--- src/rtl/tdmf_pkg.sv ---
`timescale 1ns / 1ps
// ----------------------------------------------------------------------------
// tdmf_pkg
// Shared types, font and map tables of the two-digit matrix font renderer.
// ----------------------------------------------------------------------------
package tdmf_pkg;

  localparam int FontHeight  = 9;
  localparam int FontWidth   = 3;
  localparam int MaxLevel    = 10;
  localparam int SatValue    = 99;
  localparam int QueueDepth  = 2;

  localparam int RowW = $clog2(FontHeight);
  localparam int ColW = $clog2(FontWidth);

  typedef struct packed {
    logic [3:0] tens;
    logic [3:0] units;
  } digits_t;

  typedef logic [FontHeight-1:0] glyph_col_t;

  localparam logic [7:0] GammaTab [MaxLevel+1] = '{
    8'd0, 8'd4, 8'd8, 8'd16, 8'd28, 8'd45, 8'd68, 8'd95, 8'd128, 8'd180, 8'd255
  };

  localparam glyph_col_t GlyphTab [10][FontWidth] = '{
    '{9'h1FF, 9'h101, 9'h1FF},
    '{9'h000, 9'h1FF, 9'h000},
    '{9'h1F1, 9'h111, 9'h11F},
    '{9'h111, 9'h111, 9'h1FF},
    '{9'h01F, 9'h010, 9'h1FF},
    '{9'h11F, 9'h111, 9'h1F1},
    '{9'h1FF, 9'h111, 9'h1F1},
    '{9'h001, 9'h001, 9'h1FF},
    '{9'h1FF, 9'h111, 9'h1FF},
    '{9'h11F, 9'h111, 9'h1FF}
  };

  // column of a digit, after the gap column: units start at logical column 5
  function automatic logic [3:0] col_to_com(input logic digit_sel, input logic [ColW-1:0] x);
    logic [3:0] base;
    base = digit_sel ? 4'd5 : 4'd1;
    return base + 4'(x);
  endfunction

  function automatic logic [3:0] row_to_seg(input logic [RowW-1:0] y);
    return 4'(5'd11 - 5'(y));
  endfunction

  function automatic glyph_col_t glyph_col(input logic [3:0] digit, input logic [ColW-1:0] x);
    glyph_col_t col;
    col = '0;
    if (digit < 4'd10) begin
      col = GlyphTab[digit][x];
    end
    return col;
  endfunction

  function automatic logic [7:0] gamma_level(input logic [7:0] level);
    logic [7:0] pwm;
    pwm = 8'd255;
    if (level <= 8'(MaxLevel)) begin
      pwm = GammaTab[level[3:0]];
    end
    return pwm;
  endfunction

endpackage

--- src/rtl/two_digit_matrix_font_renderer_unit.sv ---
`timescale 1ns / 1ps
// ----------------------------------------------------------------------------
// two_digit_matrix_font_renderer_unit
// Turns a number into the LED matrix pixel writes of two 3x9 font digits.
// ----------------------------------------------------------------------------
// usage
//   input channel: one number request per handshake (in_valid_i/in_ready_o),
//   saturated at 99 and split into tens and units in the front stage
//   output channel: 54 pixel write requests per number, tens digit first,
//   then column, then row; last_write_o marks the final one
//   config channel: cfg_data_i sets the brightness level, write when idle
//   first write: the number passes the queue and the sequencer state
//   to the output register; throughput: the pixel sequencer makes one
//   write per cycle unless stalled; a short queue holds numbers taken meanwhile
//   receiver stall: the output register holds its request and the
//   sequencer pauses; input ready drops once the queue is full
//   reset: queue and sequencer empty, brightness level 0
// ----------------------------------------------------------------------------
module two_digit_matrix_font_renderer_unit #(
  parameter int QUEUE_DEPTH = tdmf_pkg::QueueDepth
) (
  input  logic        clk_i,
  input  logic        rst_ni,
  input  logic        cfg_valid_i,
  output logic        cfg_ready_o,
  input  logic [7:0]  cfg_data_i,
  input  logic        in_valid_i,
  output logic        in_ready_o,
  input  logic [15:0] number_value_i,
  output logic        out_valid_o,
  input  logic        out_ready_i,
  output logic [3:0]  com_index_o,
  output logic [3:0]  seg_index_o,
  output logic [7:0]  pixel_level_o,
  output logic        last_write_o
);
  import tdmf_pkg::*;

  logic [7:0] brightness_q;
  logic       push_valid, push_ready, pop_valid, pop_ready;
  digits_t    push_data, pop_data;

  assign cfg_ready_o = 1'b1;

  always_ff @(posedge clk_i or negedge rst_ni) begin
    if (!rst_ni) begin
      brightness_q <= '0;
    end else if (cfg_valid_i && cfg_ready_o) begin
      brightness_q <= cfg_data_i;
    end
  end

  tdmf_front u_front (
    .in_valid_i     (in_valid_i),
    .in_ready_o     (in_ready_o),
    .number_value_i (number_value_i),
    .push_valid_o   (push_valid),
    .push_ready_i   (push_ready),
    .push_data_o    (push_data)
  );

  tdmf_queue #(
    .DEPTH (QUEUE_DEPTH),
    .WIDTH ($bits(digits_t))
  ) u_queue (
    .clk_i      (clk_i),
    .rst_ni     (rst_ni),
    .wr_valid_i (push_valid),
    .wr_ready_o (push_ready),
    .wr_data_i  (push_data),
    .rd_valid_o (pop_valid),
    .rd_ready_i (pop_ready),
    .rd_data_o  (pop_data)
  );

  tdmf_back u_back (
    .clk_i         (clk_i),
    .rst_ni        (rst_ni),
    .pop_valid_i   (pop_valid),
    .pop_ready_o   (pop_ready),
    .pop_data_i    (pop_data),
    .brightness_i  (brightness_q),
    .out_valid_o   (out_valid_o),
    .out_ready_i   (out_ready_i),
    .com_index_o   (com_index_o),
    .seg_index_o   (seg_index_o),
    .pixel_level_o (pixel_level_o),
    .last_write_o  (last_write_o)
  );

  a_last_pos : assert property (@(posedge clk_i) disable iff (!rst_ni)
    out_valid_o && last_write_o |-> com_index_o == 4'd7 && seg_index_o == 4'd3)
    else $error("last write not at final pixel");

  a_com_range : assert property (@(posedge clk_i) disable iff (!rst_ni)
    out_valid_o |-> com_index_o != 4'd0 && com_index_o != 4'd4 && com_index_o < 4'd8)
    else $error("com index outside digit columns");

  a_level : assert property (@(posedge clk_i) disable iff (!rst_ni)
    out_valid_o && pixel_level_o != 8'd0 |-> pixel_level_o == gamma_level(brightness_q))
    else $error("pixel level differs from brightness");

  a_seg_range : assert property (@(posedge clk_i) disable iff (!rst_ni)
    out_valid_o |-> seg_index_o >= 4'd3 && seg_index_o <= 4'd11)
    else $error("seg index outside font rows");

endmodule

--- src/rtl/tdmf_front.sv ---
`timescale 1ns / 1ps
// ----------------------------------------------------------------------------
// tdmf_front
// Takes number requests, saturates at 99 and splits into tens and units.
// ----------------------------------------------------------------------------
module tdmf_front (
  input  logic              in_valid_i,
  output logic              in_ready_o,
  input  logic [15:0]       number_value_i,
  output logic              push_valid_o,
  input  logic              push_ready_i,
  output tdmf_pkg::digits_t push_data_o
);
  import tdmf_pkg::*;

  logic [6:0]  sat_value;
  logic [14:0] recip_prod;
  logic [3:0]  tens;
  logic [6:0]  tens_x10;

  always_comb begin
    sat_value = (number_value_i > 16'(SatValue)) ? 7'(SatValue) : number_value_i[6:0];
    // divide by ten via reciprocal, exact below 100
    recip_prod = 15'(sat_value) * 15'd205;
    tens       = recip_prod[14:11];
    tens_x10   = 7'(tens) * 7'd10;
  end

  assign push_data_o.tens  = tens;
  assign push_data_o.units = 4'(sat_value - tens_x10);
  assign push_valid_o      = in_valid_i;
  assign in_ready_o        = push_ready_i;

endmodule

--- src/rtl/tdmf_queue.sv ---
`timescale 1ns / 1ps
// ----------------------------------------------------------------------------
// tdmf_queue
// Small register queue between the front and the pixel sequencer.
// ----------------------------------------------------------------------------
module tdmf_queue #(
  parameter int DEPTH = 2,
  parameter int WIDTH = 8
) (
  input  logic             clk_i,
  input  logic             rst_ni,
  input  logic             wr_valid_i,
  output logic             wr_ready_o,
  input  logic [WIDTH-1:0] wr_data_i,
  output logic             rd_valid_o,
  input  logic             rd_ready_i,
  output logic [WIDTH-1:0] rd_data_o
);
  localparam int PtrW = (DEPTH > 1) ? $clog2(DEPTH) : 1;
  localparam int CntW = $clog2(DEPTH + 1);

  logic [WIDTH-1:0] entry_q [DEPTH];
  logic [PtrW-1:0]  wr_ptr_q, wr_ptr_d, rd_ptr_q, rd_ptr_d;
  logic [CntW-1:0]  count_q, count_d;
  logic             do_wr, do_rd;

  assign wr_ready_o = count_q != CntW'(DEPTH);
  assign rd_valid_o = count_q != '0;
  assign rd_data_o  = entry_q[rd_ptr_q];
  assign do_wr      = wr_valid_i && wr_ready_o;
  assign do_rd      = rd_valid_o && rd_ready_i;

  always_comb begin
    wr_ptr_d = wr_ptr_q;
    rd_ptr_d = rd_ptr_q;
    count_d  = count_q;
    if (do_wr) begin
      wr_ptr_d = (wr_ptr_q == PtrW'(DEPTH - 1)) ? '0 : wr_ptr_q + 1'b1;
    end
    if (do_rd) begin
      rd_ptr_d = (rd_ptr_q == PtrW'(DEPTH - 1)) ? '0 : rd_ptr_q + 1'b1;
    end
    if (do_wr && !do_rd) begin
      count_d = count_q + 1'b1;
    end else if (do_rd && !do_wr) begin
      count_d = count_q - 1'b1;
    end
  end

  always_ff @(posedge clk_i or negedge rst_ni) begin
    if (!rst_ni) begin
      wr_ptr_q <= '0;
      rd_ptr_q <= '0;
      count_q  <= '0;
    end else begin
      wr_ptr_q <= wr_ptr_d;
      rd_ptr_q <= rd_ptr_d;
      count_q  <= count_d;
    end
  end

  always_ff @(posedge clk_i) begin
    if (do_wr) begin
      entry_q[wr_ptr_q] <= wr_data_i;
    end
  end

endmodule

--- src/rtl/tdmf_back.sv ---
`timescale 1ns / 1ps
// ----------------------------------------------------------------------------
// tdmf_back
// Pixel sequencer: walks digit, column and row, one pixel write per cycle unless stalled.
// ----------------------------------------------------------------------------
module tdmf_back (
  input  logic              clk_i,
  input  logic              rst_ni,
  input  logic              pop_valid_i,
  output logic              pop_ready_o,
  input  tdmf_pkg::digits_t pop_data_i,
  input  logic [7:0]        brightness_i,
  output logic              out_valid_o,
  input  logic              out_ready_i,
  output logic [3:0]        com_index_o,
  output logic [3:0]        seg_index_o,
  output logic [7:0]        pixel_level_o,
  output logic              last_write_o
);
  import tdmf_pkg::*;

  logic            active_q, active_d;
  digits_t         digits_q;
  logic            dsel_q, dsel_d;
  logic [ColW-1:0] x_q, x_d;
  logic [RowW-1:0] y_q, y_d;
  logic            ovalid_q, ovalid_d;
  logic [3:0]      com_q, seg_q;
  logic [7:0]      level_q;
  logic            last_q;

  logic            can_emit, emit, x_last, y_last, item_done, load;
  logic [3:0]      cur_digit;
  glyph_col_t      cur_col;

  assign can_emit  = !ovalid_q || out_ready_i;
  assign emit      = active_q && can_emit;
  assign y_last    = y_q == RowW'(FontHeight - 1);
  assign x_last    = x_q == ColW'(FontWidth - 1);
  assign item_done = dsel_q && x_last && y_last;
  assign load      = pop_valid_i && (!active_q || (emit && item_done));
  assign pop_ready_o = !active_q || (emit && item_done);
  assign cur_digit = dsel_q ? digits_q.units : digits_q.tens;
  assign cur_col   = glyph_col(cur_digit, x_q);

  always_comb begin
    active_d = active_q;
    dsel_d   = dsel_q;
    x_d      = x_q;
    y_d      = y_q;
    ovalid_d = ovalid_q;
    if (out_ready_i) begin
      ovalid_d = 1'b0;
    end
    if (emit) begin
      ovalid_d = 1'b1;
      if (y_last) begin
        y_d = '0;
        if (x_last) begin
          x_d    = '0;
          dsel_d = !dsel_q;
        end else begin
          x_d = x_q + 1'b1;
        end
      end else begin
        y_d = y_q + 1'b1;
      end
      if (item_done) begin
        active_d = 1'b0;
      end
    end
    if (load) begin
      active_d = 1'b1;
      dsel_d   = 1'b0;
      x_d      = '0;
      y_d      = '0;
    end
  end

  always_ff @(posedge clk_i or negedge rst_ni) begin
    if (!rst_ni) begin
      active_q <= 1'b0;
      ovalid_q <= 1'b0;
      dsel_q   <= 1'b0;
      x_q      <= '0;
      y_q      <= '0;
    end else begin
      active_q <= active_d;
      ovalid_q <= ovalid_d;
      dsel_q   <= dsel_d;
      x_q      <= x_d;
      y_q      <= y_d;
    end
  end

  always_ff @(posedge clk_i) begin
    if (load) begin
      digits_q <= pop_data_i;
    end
    if (emit) begin
      com_q   <= col_to_com(dsel_q, x_q);
      seg_q   <= row_to_seg(y_q);
      level_q <= cur_col[y_q] ? gamma_level(brightness_i) : 8'd0;
      last_q  <= item_done;
    end
  end

  assign out_valid_o   = ovalid_q;
  assign com_index_o   = com_q;
  assign seg_index_o   = seg_q;
  assign pixel_level_o = level_q;
  assign last_write_o  = last_q;

endmodule
--- config.mk ---
export PLATFORM = sky130hd
export DESIGN_NAME = two_digit_matrix_font_renderer_unit
export DESIGN_NICKNAME = d
export VERILOG_FILES = /design/src/rtl/tdmf_pkg.sv /design/src/rtl/two_digit_matrix_font_renderer_unit.sv /design/src/rtl/tdmf_front.sv /design/src/rtl/tdmf_queue.sv /design/src/rtl/tdmf_back.sv
export SDC_FILE = /design/constraint.sdc
export NUM_CORES = 1
export LEC_CHECK = 0
export BUFFER_PORTS_ARGS = -buffer_cell sky130_fd_sc_hd__buf_2
export CAP_MARGIN = 20
export CELL_PAD_IN_SITES_DETAIL_PLACEMENT = 0
export CELL_PAD_IN_SITES_GLOBAL_PLACEMENT = 2
export CORE_UTILIZATION = 35
export DETAILED_ROUTE_END_ITERATION = 8
export GPL_ROUTABILITY_DRIVEN = 1
export PLACE_DENSITY = 0.88
export SYNTH_ARGS = -nofsm -noshare
export SYNTH_HDL_FRONTEND = slang
export SYNTH_SLANG_ARGS = --single-unit
--- constraint.sdc ---
create_clock -name clk_i -period 2.4 [get_ports clk_i]
set_input_delay 0.24 -clock clk_i [delete_from_list [all_inputs] [get_ports clk_i]]
set_output_delay 0.24 -clock clk_i [all_outputs]
set_load 0.05 [all_outputs]
==> qor.csv, run 1 <==
stage;metric;value;unit
cts;numCtsBuffers;9;
placement;io_buffer_count;47;
cts;worstSkewPairLatency;330;ps
timing;setup_slack;-2810;ps
setup_path;critPathLaunchType;input pin;
setup_path;crit_top_cell;buf_4;
detailed_routing;dr_total_vias;3054;
power;irDropWorstVdd;0.5295;mV
power;p_sw;0.001694;W
timing;finalSetupTns;-30810;ps
floorplan;die_w;109.1;um
logic_synthesis;syn_avg_cell_area;10.84;um^2
logic_synthesis;ys_ff_latch;62;
setup_path;required;2470;ps
grt;antenna_found_initial;0;
logic_synthesis;synth_edf_count;41;
floorplan;pin_count;49;
detailed_routing;drt_wl_total;9144;um
grt;gr-total-overflow;0;
layout;area_growth;38.33;%
layout;diodes;0;
grt;grt_max_degree;22;
layout;nFillCells;951;
cts;clock_sinks;62;
detailed_routing;drt_pre_antenna_iters;4;
power;cellLeakagePower;2.481;nW
floorplan;die-area;0.01189;mm^2
logic_synthesis;yosysWarningCount;0;
min_path;hold_path.class;in -> reg;
logic_synthesis;yosysSeqAreaShare;43.79;%
timing;rsz0062_at_grt;true;
logic_synthesis;ys_types;55;
timing;maxSlewHeadroom;55.84;%
placement;placed_area;0.004742;mm^2
floorplan;row_count;38;
detailed_routing;wl_per_cell;14.40;um
timing;finalSetupViolCount;14;
logic_synthesis;synth_top_area_share;30.69;%
detailed_routing;avgViaCountPerCell;4.809;
setup_path;path_max_fanout;7;
detailed_routing;ant_nets;0;
run_status;violations;setup timing;
run;maxCapViolations;0;
timing;hold_violations;0;
layout;drive_above_1_share;40.61;%
timing;layout_min_cycle_time;5210;ps
setup_path;end_kind;register;
timing;period_share;217.1;%
cts;cts_tree;built;
placement;hpwl;6490;um
layout;nNetsFinal;577;
logic_synthesis;synth_common_cells;ha_1, inv_1, edfxtp_1;
setup_path;path_class;in -> reg;
power;p_comb_share;34.0;%
setup_path;arrival;5280;ps
timing;slew_violations;0;
setup_path;cp_slowest_stage_delay;380;ps
logic_synthesis;netlist_area;0.004011;mm^2
logic_synthesis;ys.flop_type;edfxtp_1;
detailed_routing;drc;0;
cts;clockBufferDepth;2;
power;pwr-share-seq;34.7;%
setup_path;slowest_stage;fa_2;
grt;grt_pass1_vias;3169;
logic_synthesis;synthCells;370;
power;switching_share;35.30;%
floorplan;initial_utilization;36.52;%
floorplan;core;0.01098;mm^2
logic_synthesis;async_flop_share;33.87;%
placement;gp_congestion;0.8481;
detailed_routing;drtIter0Drc;142;
logic_synthesis;yosysTopAreaCell;edfxtp_1;
logic_synthesis;synth_area_leaders;edfxtp_1, ha_1, dfrtp_1;
power;internal_power;0.003105;W
logic_synthesis;yosysMostFrequentCell;ha_1;
power;pwr-share-clk;31.3;%
layout;final_area;0.005549;mm^2
power;p_per_area;864.9;mW/mm^2
timing;finalClockSkew;11.83;ps
grt;grt_usage;16.60;%
cts;clk_transition_reported_paths;60;ps
logic_synthesis;syn_nets;457;
cts;clockRootBuffer;clkbuf_16;
floorplan;chipHeight;109.1;um
timing;fmax;191.9;MHz
run_status;outcome;finished with violations;
grt;grt_pass1_wl;14920;um
cts;h-tree-depth;3;
timing;tightest_slew;659.9;ps
path summary, 6_finish.rpt:
check                           cells past startpoint  slack (ps)               from                 endpoint
worst min register to register                      1         490   u_queue.wr_ptr_q         u_queue.wr_ptr_q
max in group asynchronous                           2        1570             rst_ni            u_back.dsel_q
worst min-delay path                                3         110      cfg_data_i[1]          brightness_q[1]
worst max register to register                      8          90      u_back.dsel_q  u_back.pixel_level_o[0]
worst max-delay path                               38       -2810  number_value_i[4]    u_queue.entry_q[1][3]
min in group asynchronous                           2         430             rst_ni          brightness_q[2]
cell families (layout without fill, tap and decap cells):
logic type	count (synthesis)	count (layout)	synth area share, %
AND/OR/NAND/NOR	101	101	12.60
flip-flops	62	62	43.79
adder cells (fa/ha/maj)	59	59	20.02
AO/OA/AOI/OAI	55	55	9.077
buffers and inverters	55	180	5.271
multiplexers	19	19	5.209
XOR/XNOR	18	18	3.930
other	1	1	0.09348
layout by cell type (no fill, tap or decap), drive strengths merged, types with 2 or more instances in the layout:
| cell type | n |
|---|---|
| edfxtp | 41 |
| a21oi | 14 |
| a31oi | 3 |
| nor2 | 25 |
| fa | 9 |
| dfrtp | 21 |
| inv | 48 |
| or4 | 2 |
| mux2i | 4 |
| and3 | 2 |
| nand4 | 2 |
| a211oi | 3 |
| nor4 | 2 |
| clkinv | 2 |
| bufinv | 3 |
| nor3 | 15 |
| mux2 | 15 |
| xor2 | 8 |
| a2111oi | 2 |
| ha | 49 |
| xnor2 | 10 |
| nor3b | 2 |
| clkbuf | 10 |
| buf | 116 |
| nor4b | 3 |
| or2 | 4 |
| nand3 | 7 |
| o21ai | 20 |
| nand2b | 7 |
| nand2 | 28 |
area by class of cell:
class	instances	area (um^2)	share of cell area [%]
flip-flops and latches	62	1758	31.68
inverters	47	176.4	3.179
repair buffers	117	769.5	13.87
well taps	140	175.2	3.157
multi-input cells	253	2325	41.89
clock inverters	6	116.4	2.097
clock buffers	10	229.0	4.126
state kept, by name (all words and copies together), names as in the netlist:
signal and count:
brightness_q 8, u_back.active_q 1, u_back.com_index_o 4, u_back.digits_q 8, u_back.dsel_q 1, u_back.last_write_o 1, u_back.out_valid_o 1, u_back.pixel_level_o 8
u_back.seg_index_o 4, u_back.x_q 2, u_back.y_q 4, u_queue.count_q 2, u_queue.entry_q 16, u_queue.rd_ptr_q 1, u_queue.wr_ptr_q 1
layer usage:
metal / wire length (um) / vias to the layer above / global-route usage [%] / share of wire (%)
li1: - / 1535 / - / -
met5: 0 / - / 0 / 0
met1: 3742 / 1426 / 17.98 / 41
met3: 288 / 20 / 2.331 / 3.1
met4: 229 / 0 / 8.494 / 2.5
met2: 4883 / 73 / 31.13 / 53
power groups by stage:
stage	logic (W)	registers (W)	clock network, W
after floorplan	0.000844	0.00195	0
after global placement	0.00151	0.00167	0
after detailed placement	0.00154	0.00169	0
after CTS	0.00157	0.00167	0.00153
after global routing	0.00178	0.00170	0.00156
final	0.00163	0.00167	0.00150
what timing repair did:
| action | 4_1_cts | 5_1_grt |
|---|---|---|
| hold endpoints to repair | 21 | 0 |
| pin swaps | 25 | 14 |
| hold buffers | 1 | 0 |
| resized for setup | 25 | 18 |
| setup buffers | 32 | 2 |
| setup endpoints to repair | 22 | 22 |
worst max-delay path, delay by kind of cell:
kind            cells  cell delay [ps]
simple gates        2              140
xor+xnor            3              410
compound gates      1              300
fa+ha+maj           1              380
buf+inv            31             3770
metrics by stage:
step	std cells	setup WS [ps]	util [%]	total power (W)	hold WS [ps]
5_1_grt	635	-2973	50.52	0.005048	132.0
6_report	635	-2810	50.52	0.004800	113.7
3_5_place_dp	585	-3210	43.18	0.003229	238.4
4_1_cts	633	-2763	49.79	0.004767	107.6
2_1_floorplan	370	-3118	-	0.002789	-55.59
3_3_place_gp	585	-3148	43.18	0.003188	226.8
Power figures use the tool's default switching activity.
==> run 2, diff against run 1 <==
Settings changed: CORE_UTILIZATION 35 to 41, PLACE_DENSITY 0.88 to 0.82.
Clock period 2.4 ns to 6.28 ns, I/O delays scaled along.
==> run 2 against run 1 <==
The run now ends clean. Worst setup slack better by 3200 ps. Utilization down 1.2 points. Final cell count down 12%. Via count fell by 9.8%. Critical path depth is 15 lower. First-iteration DRC count fell by 53%. Clock skew decreased by 6.0 ps. Global-route usage decreased by 0.33 points. Register-to-register slack gained 3200 ps. Sequential power is 61% lower. Die area decreased by 14%. Clock power shrank 78%. Critical path type unchanged. Critical endpoint unchanged. Largest power group unchanged.
==> qor.csv, run 2 (synthesis gave the netlist of run 1 again) <==
stage;metric;value;unit;change
grt;grt_max_degree;25;;+14%
cts;clockRootBuffer;clkbuf_8;;
grt;gr-total-overflow;0;;unchanged
run;maxCapViolations;0;;unchanged
setup_path;reg2reg_slack;3290;ps;+3200 ps
floorplan;core;0.009371;mm^2;-15%
min_path;hold_path.class;in -> async;;
setup_path;slowest_stage;or4_4;;
power;p_comb_share;35.3;%;+1.3 points
setup_path;critPathLaunch;number_value_i[12];;
placement;io_buffer_count;47;;unchanged
power;irDropWorstVdd;0.1377;mV;-74%
timing;layout_min_cycle_time;5927;ps;
setup_path;r2r_start;u_back.y_q[3];;
layout;area_growth;15.19;%;
floorplan;chipHeight;100.9;um;-7.5%
grt;antenna_found_initial;0;;unchanged
layout;nFillCells;916;;-3.7%
power;cellLeakagePower;2.061;nW;-17%
timing;finalSetupViolCount;0;;-14
layout;nNetsFinal;513;;-11%
setup_path;crit_top_cell;ha_1;;
layout;mostFrequentLayoutCell;ha_1;;
placement;gp_congestion;0.8348;;-1.6%
layout;multi_input_area;0.002057;mm^2;-12%
placement;hpwl;5844;um;-9.9%
timing;maxSlewHeadroom;41.16;%;-15 points
layout;layout_common_cells;ha_1, buf_2, inv_1;;
grt;grt_usage;16.28;%;-0.33 points
setup_path;cp.depth;23;;-39%
setup_path;critPathLaunchType;input pin;;
cts;clockBufferDepth;2;;unchanged
power;switching_share;39.03;%;+3.7 points
floorplan;initial_utilization;42.80;%;+6.3 points
cts;clk_transition_reported_paths;70;ps;about the same
grt;grt_pass1_wl;12740;um;-15%
setup_path;path_max_fanout;5;;-2
timing;period_share;94.38;%;
floorplan;row_count;35;;-7.9%
detailed_routing;avgViaCountPerCell;4.920;;+2.3%
layout;diodes;0;;unchanged
power;p_sw;0.0005933;W;-65%
setup_path;cp_slowest_stage_delay;530;ps;+150 ps
detailed_routing;ant_nets;0;;unchanged
setup_path;arrival;6000;ps;+720 ps
setup_path;reg2reg_depth;9;;+1
floorplan;pin_count;49;;unchanged
detailed_routing;dr_total_vias;2755;;-9.8%
detailed_routing;drc;0;;unchanged
timing;whs;256.1;ps;+142.3 ps
setup_path;path_cells;buf_2 -> or4_4 -> nor4_4 -> o21ai_2 -> or2_2 -> ha_1 -> inv_1 -> fa_1 -> inv_1 -> fa_1 -> ha_1 -> ha_1 -> nand4_1 -> nor4b_2 -> a2111oi_4 -> buf_4 -> xnor2_2 -> ha_1 -> inv_1 -> fa_1 -> xor2_1 -> xnor2_1 -> xnor2_1;;
power;power;0.001520;W;-68%
power;p_per_area;328.9;mW/mm^2;-62%
cts;worstSkewPairLatency;330;ps;about the same
layout;seq_area;0.001757;mm^2;about the same
grt;grt_pass1_vias;2706;;-15%
detailed_routing;wl_per_cell;13.35;um;-7.3%
setup_path;path_class;in -> reg;;
cts;clock_sinks;62;;unchanged
power;internal_power;0.0009266;W;-70%
timing;slew_violations;0;;unchanged
setup_path;r2r-end;u_queue.count_q[1];;
layout;fin_util;49.31;%;-1.2 points
detailed_routing;drt_wl_total;7476;um;-18%
cts;holdBufCountCts;0;;-1
cts;cts_tree;built;;
setup_path;critical-path-top-delay-family;adder cells;;
detailed_routing;drtIter0Drc;67;;-53%
cts;h-tree-depth;3;;unchanged
timing;finalClockSkew;5.791;ps;-6.038 ps
timing;fmax;168.7;MHz;
setup_path;required;6360;ps;+3890 ps
timing;hold_violations;0;;unchanged
setup_path;path_buf_inv;5;;-84%
layout;drive_above_1_share;21.81;%;-19 points
detailed_routing;drt_pre_antenna_iters;6;;+2
power;pwr-share-clk;22.0;%;-9.3 points
layout;top_register;u_queue.entry_q;;
run_status;outcome;complete, no violations;;
timing;tightest_slew;882.6;ps;+222.7 ps
setup_path;end_kind;register;;
power;pwr-share-seq;42.8;%;+8.1 points
layout;largest_reg_flops;16;;unchanged
cts;numCtsBuffers;9;;unchanged
floorplan;die_w;100.9;um;-7.5%
timing;rsz0062_at_grt;false;;
floorplan;die-area;0.01018;mm^2;-14%
run 2: changes by cell type in the layout (fill, tap and decap cells not counted), moves of 3 or more:
cell	change
inv_2	-9
ha_1	+15
fa_1	+3
clkbuf_16	-9
clkbuf_8	+9
inv_1	+9
ha_2	-4
nor2_1	+3
fa_2	-3
buf_4	-63
ha_4	-11
run 2: how the worst max path moves through the flow:
stage / to / slack [ps]
2_1_floorplan: u_queue.entry_q[0][3] / 150
3_3_place_gp: u_queue.entry_q[0][3] / 30
3_5_place_dp: u_queue.entry_q[1][3] / -170
4_1_cts: u_queue.entry_q[1][3] / 150
5_1_grt: u_queue.entry_q[1][3] / 20
6_report: u_queue.entry_q[1][3] / 350
run 2: final cells by class:
class | instances | area share, %
multi-input cells | 253 | 44.52
flip-flops and latches | 62 | 38.02
clock inverters | 6 | 1.327
well taps | 129 | 3.493
clock buffers | 10 | 2.762
repair buffers | 53 | 6.066
inverters | 47 | 3.818
run 2: power groups by stage:
stage	logic [W]	clock network [W]	registers, W
floorplan	0.000321	0	0.000743
global placement	0.000536	0	0.000656
detailed placement	0.000535	0	0.000660
CTS	0.000539	0.000347	0.000651
global route	0.000593	0.000365	0.000667
finish	0.000536	0.000334	0.000650
run 2: routing by layer:
layer	share of wire [%]	global-route usage, %	up-vias
met1	48	21.65	1276
met3	4.5	4.022	14
met5	0	0	-
li1	-	-	1400
met4	2.2	6.577	0
met2	46	25.45	65
run 2: timing repair:
item | CTS | global route
endpoints found under the setup margin | 0 | 2
hold endpoints to repair | 0 | 0
buffers inserted | 0 | 1
gates resized for setup | 0 | 2
run 2: through the flow:
step           setup TNS [ps]  cell area [um^2]  setup WS, ps  std cells
6_report                    0              4621         353.2        560
3_3_place_gp                0              4410         31.89        543
4_1_cts                     0              4599         148.9        559
3_5_place_dp           -346.2              4410        -173.1        543
2_1_floorplan               0              4011         152.7        370
5_1_grt                     0              4621         20.23        560
